### config.mk
export PLATFORM = sky130hd
export DESIGN_NAME = givens_rotation_engine_top
export DESIGN_NICKNAME = d
export VERILOG_FILES = /design/src/rtl/gre_pkg.sv /design/src/rtl/givens_rotation_engine_top.sv /design/src/rtl/gre_sub.sv /design/src/rtl/gre_mul.sv
export SDC_FILE = /design/constraint.sdc
export NUM_CORES = 2
export LEC_CHECK = 0
export BUFFER_PORTS_ARGS = -buffer_cell sky130_fd_sc_hd__buf_4
export CORE_UTILIZATION = 45
export CTS_BUF_LIST = sky130_fd_sc_hd__clkbuf_16
export DETAILED_ROUTE_END_ITERATION = 8
export PLACE_DENSITY = 0.67
export RECOVER_POWER = 25
export SLEW_MARGIN = 15
export SYNTH_ARGS = -nofsm -noshare
export SYNTH_HDL_FRONTEND = slang
export SYNTH_SLANG_ARGS = --single-unit
### constraint.sdc
create_clock -name clk -period 9.1 [get_ports clk]
set_input_delay 1.82 -clock clk [delete_from_list [all_inputs] [get_ports clk]]
set_output_delay 1.82 -clock clk [all_outputs]
set_load 0.005 [all_outputs]
### src/rtl/gre_pkg.sv
// Types and constants of the Givens rotation engine
package gre_pkg;

  localparam int WORD_W    = 32;
  localparam int WIDE_W    = 64;
  localparam int OPND_W    = 33;
  localparam int COEF_BITS = 30;
  localparam int DATA_WIDTH = 32;

  typedef logic [WIDE_W-1:0] wide_t;

  // Result of the shared compare-subtract unit
  typedef struct packed {
    logic  ge;
    wide_t diff;
  } sub_res_t;

  localparam logic signed [WORD_W-1:0] COS_ONE = 32'sh4000_0000;
  localparam wide_t U_ONE = 64'h1000_0000_0000_0000;

  // Clamp bounds of the signed data range
  localparam logic signed [WIDE_W-1:0] DATA_MAX = (64'sd1 <<< (DATA_WIDTH - 1)) - 64'sd1;
  localparam logic signed [WIDE_W-1:0] DATA_MIN = -DATA_MAX - 64'sd1;

endpackage

### src/rtl/givens_rotation_engine_top.sv
// Givens rotation engine: one compare-subtract unit and one multiplier under
// a sequencer. A compute transaction (req_type 0) turns (a,b) into a stored
// rotation and returns (c,s) in Q1.30 by way of the bit-serial ratio divide
// (31 steps), the reciprocal divide (61 steps) and the square root (31 steps),
// all on the one compare-subtract unit. With b equal to zero it skips them and
// stores the identity rotation. An apply transaction (req_type 1) rotates
// (x,y) with the stored rotation by four passes through the shared multiplier.
// One transaction is worked on at a time; a finished result sits in the output
// register, so the next transaction can be taken while it waits. Reset leaves
// the identity rotation stored.
module givens_rotation_engine_top (
  input  logic                              clk,
  input  logic                              rst,
  input  logic                              in_valid,
  output logic                              in_ready,
  input  logic                              req_type,
  input  logic signed [gre_pkg::WORD_W-1:0] first_operand,
  input  logic signed [gre_pkg::WORD_W-1:0] second_operand,
  output logic                              out_valid,
  input  logic                              out_ready,
  output logic signed [gre_pkg::WORD_W-1:0] first_result,
  output logic signed [gre_pkg::WORD_W-1:0] second_result,
  output logic                              saturated
);
  import gre_pkg::*;

  localparam logic [3:0] S_IDLE = 4'd0;
  localparam logic [3:0] S_PREP = 4'd1;
  localparam logic [3:0] S_DIV  = 4'd2;
  localparam logic [3:0] S_SQ   = 4'd3;
  localparam logic [3:0] S_UADD = 4'd4;
  localparam logic [3:0] S_REC  = 4'd5;
  localparam logic [3:0] S_SQI  = 4'd6;
  localparam logic [3:0] S_SQRT = 4'd7;
  localparam logic [3:0] S_WMUL = 4'd8;
  localparam logic [3:0] S_FIN  = 4'd9;
  localparam logic [3:0] S_AP0  = 4'd10;
  localparam logic [3:0] S_AP1  = 4'd11;
  localparam logic [3:0] S_AP2  = 4'd12;
  localparam logic [3:0] S_AP3  = 4'd13;
  localparam logic [3:0] S_AP4  = 4'd14;
  localparam logic [3:0] S_AP5  = 4'd15;

  localparam int QUO_W = 61;
  localparam int TM_W  = 31;

  logic [3:0]               state;
  logic                     done_pend;
  logic signed [WORD_W-1:0] a_reg, b_reg;
  logic                     b_big, same_sign;
  wide_t                    rem, dvs;
  logic [QUO_W-1:0]         quo;
  logic [5:0]               cnt;
  logic [TM_W-1:0]          tm;
  logic signed [WORD_W-1:0] cos_reg, sin_reg;
  logic signed [WIDE_W-1:0] acc1, acc2;
  logic signed [WORD_W-1:0] res1, res2;
  logic                     res_sat;

  wide_t                    sub_x, sub_y;
  sub_res_t                 sub_out;
  logic signed [OPND_W-1:0] mul_a, mul_b;
  logic signed [WIDE_W-1:0] mul_p;

  logic [OPND_W-1:0]        mag_a, mag_b;
  logic                     b_big_c;
  wide_t                    step_sel;
  logic [TM_W-1:0]          wm;
  logic signed [WORD_W-1:0] r_val, w_val;
  logic signed [WIDE_W-1:0] sh1, sh2, cl1, cl2;
  logic                     sat1, sat2;
  logic                     out_free;

  gre_sub u_sub (.x(sub_x), .y(sub_y), .res(sub_out));
  gre_mul u_mul (.clk(clk), .op_a(mul_a), .op_b(mul_b), .prod(mul_p));

  // The result hand-off waits in done_pend rather than a state of its own
  assign in_ready = (state == S_IDLE) && !done_pend;
  assign out_free = !out_valid || out_ready;

  always_comb begin
    mag_a   = a_reg[WORD_W-1] ? (33'd0 - {a_reg[WORD_W-1], a_reg}) : {1'b0, a_reg};
    mag_b   = b_reg[WORD_W-1] ? (33'd0 - {b_reg[WORD_W-1], b_reg}) : {1'b0, b_reg};
    b_big_c = mag_b > mag_a;
  end

  // Operand select for the compare-subtract unit
  always_comb begin
    if (state == S_SQRT) begin
      sub_x = {rem[WIDE_W-3:0], dvs[QUO_W:QUO_W-1]};
      sub_y = {1'b0, quo, 2'b01};
    end else begin
      sub_x = rem;
      sub_y = dvs;
    end
    step_sel = sub_out.ge ? sub_out.diff : rem;
  end

  // Operand select for the multiplier
  always_comb begin
    unique case (state)
      S_SQ: begin
        mul_a = {2'b00, quo[TM_W-1:0]};
        mul_b = {2'b00, quo[TM_W-1:0]};
      end
      S_WMUL: begin
        mul_a = {2'b00, quo[TM_W-1:0]};
        mul_b = {2'b00, tm};
      end
      S_AP0: begin
        mul_a = {cos_reg[WORD_W-1], cos_reg};
        mul_b = {a_reg[WORD_W-1], a_reg};
      end
      S_AP1: begin
        mul_a = {sin_reg[WORD_W-1], sin_reg};
        mul_b = {b_reg[WORD_W-1], b_reg};
      end
      S_AP2: begin
        mul_a = {sin_reg[WORD_W-1], sin_reg};
        mul_b = {a_reg[WORD_W-1], a_reg};
      end
      S_AP3: begin
        mul_a = {cos_reg[WORD_W-1], cos_reg};
        mul_b = {b_reg[WORD_W-1], b_reg};
      end
      default: begin
        mul_a = '0;
        mul_b = '0;
      end
    endcase
  end

  // Final product r*t and the apply-path shift and clamp
  always_comb begin
    wm    = mul_p[COEF_BITS+TM_W-1:COEF_BITS];
    r_val = {1'b0, quo[TM_W-1:0]};
    w_val = (same_sign && (tm != '0)) ? (32'sd0 - {1'b0, wm}) : {1'b0, wm};
    sh1   = acc1 >>> COEF_BITS;
    sh2   = acc2 >>> COEF_BITS;
    sat1  = (sh1 > DATA_MAX) || (sh1 < DATA_MIN);
    sat2  = (sh2 > DATA_MAX) || (sh2 < DATA_MIN);
    cl1   = sat1 ? ((sh1 > DATA_MAX) ? DATA_MAX : DATA_MIN) : sh1;
    cl2   = sat2 ? ((sh2 > DATA_MAX) ? DATA_MAX : DATA_MIN) : sh2;
  end

  always_ff @(posedge clk) begin
    if (rst) begin
      state     <= S_IDLE;
      done_pend <= 1'b0;
      out_valid <= 1'b0;
      cos_reg   <= COS_ONE;
      sin_reg   <= '0;
    end else begin
      if (done_pend && out_free) begin
        done_pend     <= 1'b0;
        out_valid     <= 1'b1;
        first_result  <= res1;
        second_result <= res2;
        saturated     <= res_sat;
      end else if (out_valid && out_ready) begin
        out_valid <= 1'b0;
      end
      unique case (state)
        S_IDLE: begin
          if (in_valid && in_ready) begin
            a_reg <= first_operand;
            b_reg <= second_operand;
            state <= req_type ? S_AP0 : S_PREP;
          end
        end
        S_PREP: begin
          if (b_reg == '0) begin
            cos_reg   <= COS_ONE;
            sin_reg   <= '0;
            res1      <= COS_ONE;
            res2      <= '0;
            res_sat   <= 1'b0;
            done_pend <= 1'b1;
            state     <= S_IDLE;
          end else begin
            b_big     <= b_big_c;
            same_sign <= (a_reg[WORD_W-1] == b_reg[WORD_W-1]);
            rem       <= {31'd0, (b_big_c ? mag_a : mag_b)};
            dvs       <= {31'd0, (b_big_c ? mag_b : mag_a)};
            quo       <= '0;
            cnt       <= 6'd30;
            state     <= S_DIV;
          end
        end
        S_DIV, S_REC: begin
          // restoring divide, one quotient bit per cycle
          quo <= {quo[QUO_W-2:0], sub_out.ge};
          rem <= {step_sel[WIDE_W-2:0], 1'b0};
          cnt <= cnt - 6'd1;
          if (cnt == '0) begin
            state <= (state == S_DIV) ? S_SQ : S_SQI;
          end
        end
        S_SQ: begin
          tm    <= quo[TM_W-1:0];
          state <= S_UADD;
        end
        S_UADD: begin
          dvs   <= U_ONE + wide_t'(mul_p);
          rem   <= U_ONE;
          quo   <= '0;
          cnt   <= 6'd60;
          state <= S_REC;
        end
        S_SQI: begin
          dvs   <= {3'b000, quo};
          rem   <= '0;
          quo   <= '0;
          cnt   <= 6'd30;
          state <= S_SQRT;
        end
        S_SQRT: begin
          // digit-by-digit root, two radicand bits per cycle
          rem <= sub_out.ge ? sub_out.diff : sub_x;
          quo <= {quo[QUO_W-2:0], sub_out.ge};
          dvs <= {dvs[WIDE_W-3:0], 2'b00};
          cnt <= cnt - 6'd1;
          if (cnt == '0) begin
            state <= S_WMUL;
          end
        end
        S_WMUL: begin
          state <= S_FIN;
        end
        S_FIN: begin
          if (b_big) begin
            sin_reg <= r_val;
            cos_reg <= w_val;
            res1    <= w_val;
            res2    <= r_val;
          end else begin
            cos_reg <= r_val;
            sin_reg <= w_val;
            res1    <= r_val;
            res2    <= w_val;
          end
          res_sat   <= 1'b0;
          done_pend <= 1'b1;
          state     <= S_IDLE;
        end
        S_AP0: state <= S_AP1;
        S_AP1: begin
          acc1  <= mul_p;
          state <= S_AP2;
        end
        S_AP2: begin
          acc1  <= acc1 - mul_p;
          state <= S_AP3;
        end
        S_AP3: begin
          acc2  <= mul_p;
          state <= S_AP4;
        end
        S_AP4: begin
          acc2  <= acc2 + mul_p;
          state <= S_AP5;
        end
        S_AP5: begin
          res1      <= cl1[WORD_W-1:0];
          res2      <= cl2[WORD_W-1:0];
          res_sat   <= sat1 || sat2;
          done_pend <= 1'b1;
          state     <= S_IDLE;
        end
        default: state <= S_IDLE;
      endcase
    end
  end

endmodule

### src/rtl/gre_sub.sv
// Shared compare-subtract unit for the divide and square-root steps
module gre_sub (
  input  gre_pkg::wide_t    x,
  input  gre_pkg::wide_t    y,
  output gre_pkg::sub_res_t res
);
  import gre_pkg::*;

  logic [WIDE_W:0] full;

  // borrow out of the top bit means x < y
  assign full     = {1'b0, x} - {1'b0, y};
  assign res.ge   = ~full[WIDE_W];
  assign res.diff = full[WIDE_W-1:0];

endmodule

### src/rtl/gre_mul.sv
// Shared signed multiplier with registered product
module gre_mul (
  input  logic                              clk,
  input  logic signed [gre_pkg::OPND_W-1:0] op_a,
  input  logic signed [gre_pkg::OPND_W-1:0] op_b,
  output logic signed [gre_pkg::WIDE_W-1:0] prod
);
  import gre_pkg::*;

  logic signed [2*OPND_W-1:0] full;

  assign full = op_a * op_b;

  always_ff @(posedge clk) begin
    prod <= signed'(full[WIDE_W-1:0]);
  end

endmodule

## After elaboration in Yosys (flattened, before gate mapping)

Cells that the tools add are included.

- Register bits: 684
- Input port bits: 69
- Output and inout bits: 67
- Logic and storage cells: 154

- $add $sub $neg: 8
- Multipliers: 1
- $lt $le $gt $ge: 5
- Equal/unequal tests: 21
- Muxes and demuxes: 47
- Bitwise logic cells: 3
- Reduce and logical (&&, ||, !) cells: 46

Operator list:

| cell | number |
|---|---|
| 64-bit two-way mux | 5 |
| 64-bit case mux with 5 select lines | 1 |
| 32-bit two-way mux | 9 |
| 64-bit case mux with 2 select lines | 2 |
| 64-bit case mux with 4 select lines | 1 |
| 32-bit case mux with 3 select lines | 2 |
| 61-bit case mux with 3 select lines | 1 |
| 33-bit two-way mux | 4 |
| 33-bit case mux with 4 select lines | 1 |
| 32-bit case mux with 2 select lines | 2 |
| 33-bit case mux with 3 select lines | 1 |
| 34-bit by 32-bit greater-than comparator with 1-bit output (second input constant) | 2 |
| 34-bit by 32-bit < comparator with 1-bit output (second input constant) | 2 |
| 1-bit by 32-bit subtractor with 33-bit output (first input constant) | 2 |
| 64-bit by 64-bit subtractor with 65-bit output | 1 |
| 61-bit by 64-bit adder with 64-bit output (first input constant) | 1 |
| 64-bit adder | 1 |
| 33-bit by 33-bit multiplier with 64-bit output | 1 |
| 64-bit subtractor | 1 |
| 63-bit two-way mux | 1 |
| 61-bit two-way mux | 1 |
| 4-bit case mux with 14 select lines | 1 |
| 33-bit greater-than comparator | 1 |
| 4-bit equality test (second input constant) | 8 |
| 32 further kinds | 79 |

## Depth between registers and ports, before layout

- Word-level depth: 6
- Mapped depth: 40
- Gate-level depth less buffers: 35

## By module

A second synthesis with hierarchy kept.

- Cell total of the unflattened synthesis: 9,088
- Area total of the unflattened synthesis: 82,496.6 µm²

Modules (own cells, without submodules):

| module | instances | cells an instance | area each (µm²) | seq. area each (µm²) |
|---|---|---|---|---|
| gre_mul | 1 | 4,187 | 39,491.6 | 1,281.2 |
| givens_rotation_engine_top | 1 | 4,268 | 38,984.9 | 17,917.2 |
| gre_sub | 1 | 633 | 4,020.1 | 0.0 |

## Worst setup path after synthesis

Ideal clock, no wire load.

- Path type: register -> register
- From: register state[2]
- To: register u_mul.prod[63] (netlist name)
- Setup time: 0.121 ns
- Arrival time: 9.661 ns
- Required time: 8.979 ns
- Setup slack: -0.682 ns
- Stages on the path, launching flop included: 36
- Path buffers: 5
- Clock period less this slack: 9.782 ns
- Cells stage by stage: dfxtp_1 > clkbuf_1 > nor2b_1 > nor2_1 > nor2_1 > clkbuf_1 > buf_1 > clkbuf_1 > nand2_1 > nand4_1 > clkbuf_1 > nand2_1 > fa_1 > fa_1 > inv_1 > fa_1 > inv_1 > fa_1 > fa_1 > inv_1 > fa_1 > fa_1 > inv_1 > fa_1 > inv_1 > ha_1 > nand3_1 > o311ai_0 > a31oi_1 > or4b_2 > a31oi_1 > a21oi_1 > o21ai_0 > and3_1 > a31oi_1 > xnor2_1

- Longest elaborated chain between the ends: 4
- Elaborated cells on any way between the ends: 14
- Classes of those cells: mul (1); eq/ne (6); mux (2); reduce/logical (5)

RTL lines:

| item | RTL line | source |
|---|---|---|
| start, declared | givens_rotation_engine_top.sv:47 | `logic [3:0] state;` |
| start signal, assigned | givens_rotation_engine_top.sv:168 | `state <= req_type ? S_AP0 : S_PREP;` |
| start signal, assigned | givens_rotation_engine_top.sv:196 | `state <= (state == S_DIV) ? S_SQ : S_SQI;` |
| 4-bit equality test or 4-bit by 2-bit equality test with 1-bit output (tied branches) | givens_rotation_engine_top.sv:101 | `unique case (state)` |
| 2-bit OR reduction (no source line) | -- |  |
| 33-bit case mux with 4 select lines or 33-bit case mux with 3 select lines (tied branches) | givens_rotation_engine_top.sv:101 |  |
| 33-bit by 33-bit multiplier with 64-bit output * | gre_mul.sv:12 | `assign full = op_a * op_b;` |
| net u_mul.full[63] | gre_mul.sv:10 | `logic signed [2*OPND_W-1:0] full;` |
| end signal, assigned | gre_mul.sv:15 | `prod <= signed'(full[WIDE_W-1:0]);` |
| end, declared | gre_mul.sv:6 | `output logic signed [gre_pkg::WIDE_W-1:0] prod` |

Mark *: on every way through the listed nets, which the timed path passes. The rest lies on a longest branch.
A chain may end at the register's enable or synchronous reset.

## Worst setup path after layout

- From: register state[1]
- To: register u_mul.prod[63] (netlist name)

Same word-level chain as after synthesis.

==> reports/qor.txt <==
STATUS
----------------------------------------------------------------------------------------
Status .................................................................... complete, but fails checks
Violations in the final reports ........................................... max-capacitance violations, max-slew violations

CELLS AND AREA
----------------------------------------------------------------------------------------
Share of layout cells above drive strength 1 ..............................       0.1158
Layout area overhead ......................................................       14.45%
Area of all placed cells without fillers .................................. 0.09118 mm^2
Number of nets in the layout ..............................................        10958
Final core area utilization ...............................................       0.5183
Non-filler instance count after layout ....................................        11744

PLACED DESIGN
----------------------------------------------------------------------------------------
Placed wire-length estimate after detailed placement ......................    242600 um
Post-placement cell area .................................................. 0.08824 mm^2
Final Wtd Congestion ......................................................        1.058
IO buf count ..............................................................          135
Number of cells in the design after placement .............................        11591

DIE
----------------------------------------------------------------------------------------
Row count .................................................................          154
Die Span Y ................................................................     422.8 um
Core Box Area .............................................................  0.1759 mm^2
Width of the chip .........................................................     422.8 um
Die Area ..................................................................  0.1787 mm^2
Total I/O pin count .......................................................          136
Effective utilization at floorplan ........................................       0.4529

WORST SETUP PATH
----------------------------------------------------------------------------------------
Critical path required time ...............................................      9.67 ns
Maximum single-stage delay on the critical path ...........................      0.61 ns
Setup Crit Path Kind ......................................................   reg -> reg
Worst path most repeated cell .............................................         fa_1
Top fanout value on the critical path .....................................            8
Data arrival time of the critical path ....................................      9.48 ns
Worst Setup Start Kind ....................................................         flop
Standard cell with the maximum stage delay on the critical path ...........         fa_1
CP Capture Type ...........................................................         flop

TIMING
----------------------------------------------------------------------------------------
Final Hold Violating Endpoints ............................................            0
Unrepaired setup endpoints after global routing ...........................          yes
Final Setup Violations ....................................................            0
Tightest hold margin ......................................................    0.4145 ns
Tightest slew margin relative to the limit ................................      -0.6319
Clock Skew ................................................................   0.05250 ns
Highest Clock Rate ........................................................   0.1123 GHz
Tcrit/Tclk final ..........................................................       0.9788
Setup TNS after final layout ..............................................         0 ns
Transition time of the tightest slew-check pin ............................     2.442 ns
Final Max Tran Viols ......................................................           80
Clock period minus worst slack ............................................     8.907 ns

CLOCK NETWORK
----------------------------------------------------------------------------------------
Root Buffer ...............................................................    clkbuf_16
Largest buffer count on any clock path ....................................            3
Number of clock buffers inserted by TritonCTS .............................           74
CTS Hold Bufs .............................................................            0
Clock sink total ..........................................................          684
H-tree Lvls ...............................................................            3
Clock tree from TritonCTS .................................................          yes
CTS clk-pin slew, worst paths .............................................      0.07 ns
Later-pin clock latency in the skew report ................................      0.72 ns

SYNTH
----------------------------------------------------------------------------------------
Most frequent cell after synthesis ........................................      nand2_1
Synthesis warning total ...................................................            0
Synthesized instance count ................................................         8884
Leading area contributor after synthesis ..................................         fa_1
Flip-flop and latch count after synthesis .................................          684
Area of the mapped netlist ................................................ 0.07967 mm^2
Syn_nets ..................................................................        10502
Number of synthesized flops with an enable pin ............................          550
Cell types with the highest counts after synthesis ........................ nand2_1, inv_1, fa_1
Most used DFF post-synth ..................................................     edfxtp_1
Fraction of synthesized cell area taken by the top area cell type .........       0.2784
Register area share after synthesis .......................................       0.2410
Mean instance size in the synthesized netlist .............................   8.968 um^2
Async set-or-reset flop fraction in the synthesized netlist ...............            0
Number of distinct library cells after synthesis ..........................           85
Ranking of synthesized cells by area ...................................... fa_1, edfxtp_1, ha_1, nand2_1, inv_1

GLOBAL ROUTE
----------------------------------------------------------------------------------------
Global router's overall resource usage ....................................       0.3289
Number of global-route vias before repair .................................        68821
Maximum number of pins on one net before global-route repair ..............          127
Antenna violations before repair ..........................................            8
GRT overflow ..............................................................            0
Wire length of the first global-routing pass ..............................    435100 um

DETAILED ROUTING
----------------------------------------------------------------------------------------
Total Routed Length .......................................................    296000 um
Vias post-DR ..............................................................        68012
Routed wirelength normalized by instance count ............................     25.21 um
Violation count after the first detailed-routing iteration ................         7049
DRT antenna net count .....................................................            0
Number of search-and-repair iterations in the first detailed-routing pass .            9
Detailed-route vias per instance ..........................................        5.791
Post-detailed-route DRC marker count ......................................            0

RUN
----------------------------------------------------------------------------------------
Number of maximum-capacitance violations ..................................            2

POWER
----------------------------------------------------------------------------------------
Worst IR drop on VDD ......................................................  0.0001382 V
Leakage power summed over all cells .......................................     40.93 nW
PD cells .................................................................. 201.9 mW/mm^2

HOLD PATH
----------------------------------------------------------------------------------------
Class of the most critical hold timing path ...............................   reg -> reg

[metrics by stage]
step	worst slack, ns	total power, mW
6_report	0.1934	18.41
2_1_floorplan	-0.0004894	10.50
3_3_place_gp	-0.3914	14.73
3_5_place_dp	-0.4485	14.84
4_1_cts	0.003960	18.11
5_1_grt	-0.02278	19.31
[worst max-delay path, delay by kind of cell (launching register included)]
family / cells / cell delay, ns
adder cells (fa/ha/maj): 9 / 4.53
XOR/XNOR: 1 / 0.10
buffers and inverters: 11 / 1.40
AO/OA/AOI/OAI: 7 / 1.35
AND/OR/NAND/NOR: 7 / 1.00
flip-flops: 1 / 0.37
[layer usage]
metal	track usage	wire, um	up-vias
met1	0.4026	109500	33839
met5	0	7	-
li1	-	-	29972
met4	0.2259	24480	2
met3	0.05938	25630	870
met2	0.5284	136500	3329
[timing repair]
| item | CTS | global route |
|---|---|---|
| endpoints found under the setup margin | 16 | 24 |
| pin swaps | 5 | 23 |
| gates cloned | 0 | 0 |
| gates resized for setup | 23 | 128 |
| setup buffers | 8 | 8 |
[area by class of cell]
class	count	area, um^2
Antenna cell	3	7.507
Clock buffer	76	1902
Clock inverter	61	634.4
Fill cell	16172	84740
Inverter	1250	4692
Multi-Input combinational cell	6490	54660
Sequential cell	684	19210
Tap cell	2340	2928
Timing Repair Buffer	840	7153
[kinds of logic after synthesis]
| group | count (synthesis) | share of synthesized area |
|---|---|---|
| other | 2 | 0.00009426 |
| buffers and inverters | 1710 | 0.08067 |
| xor gates and xnor gates | 335 | 0.03692 |
| and+or+nand+nor | 2888 | 0.1547 |
| DFF | 684 | 0.2410 |
| AOI/OAI and AO/OA | 1632 | 0.1283 |
| muxes | 84 | 0.01063 |
| adders and majority gates | 1549 | 0.3477 |
[cell usage in the layout (no fill, tap or decap), types with 42 or more instances in the layout]
cell type,count
edfxtp_1,550
buf_4,654
nor2_1,832
a21o_1,170
nand3_1,64
nor3_1,56
fa_1,1103
xnor2_1,218
xor2_1,116
clkbuf_4,53
o21bai_1,52
inv_1,1251
nand4_1,79
buf_12,71
a21oi_1,392
o31ai_1,42
o22ai_1,44
ha_1,441
nand2_1,1452
and2_1,88
dfxtp_1,130
mux2i_1,79
a22oi_1,48
o21ai_0,493
nand2b_1,43
clkbuf_16,76
[worst paths after layout]
path / start / to / slack (ns) / depth (start not counted)
max: state[1] / u_mul.prod[63] / 0.19 / 35
min reg2reg: res1[14] / first_result[14] / 0.41 / 0
max reg2reg: state[1] / u_mul.prod[63] / 0.19 / 35
min: res1[14] / first_result[14] / 0.41 / 0
[report_power, final]
group          internal [mW]  switching (mW)  total (mW)  leakage (nW)
combinational           3.90            6.65        10.6          33.5
clock                   1.78            1.43        3.21          1.24
sequential              4.04           0.610        4.65          6.17
Power figures use the tool's default switching activity.
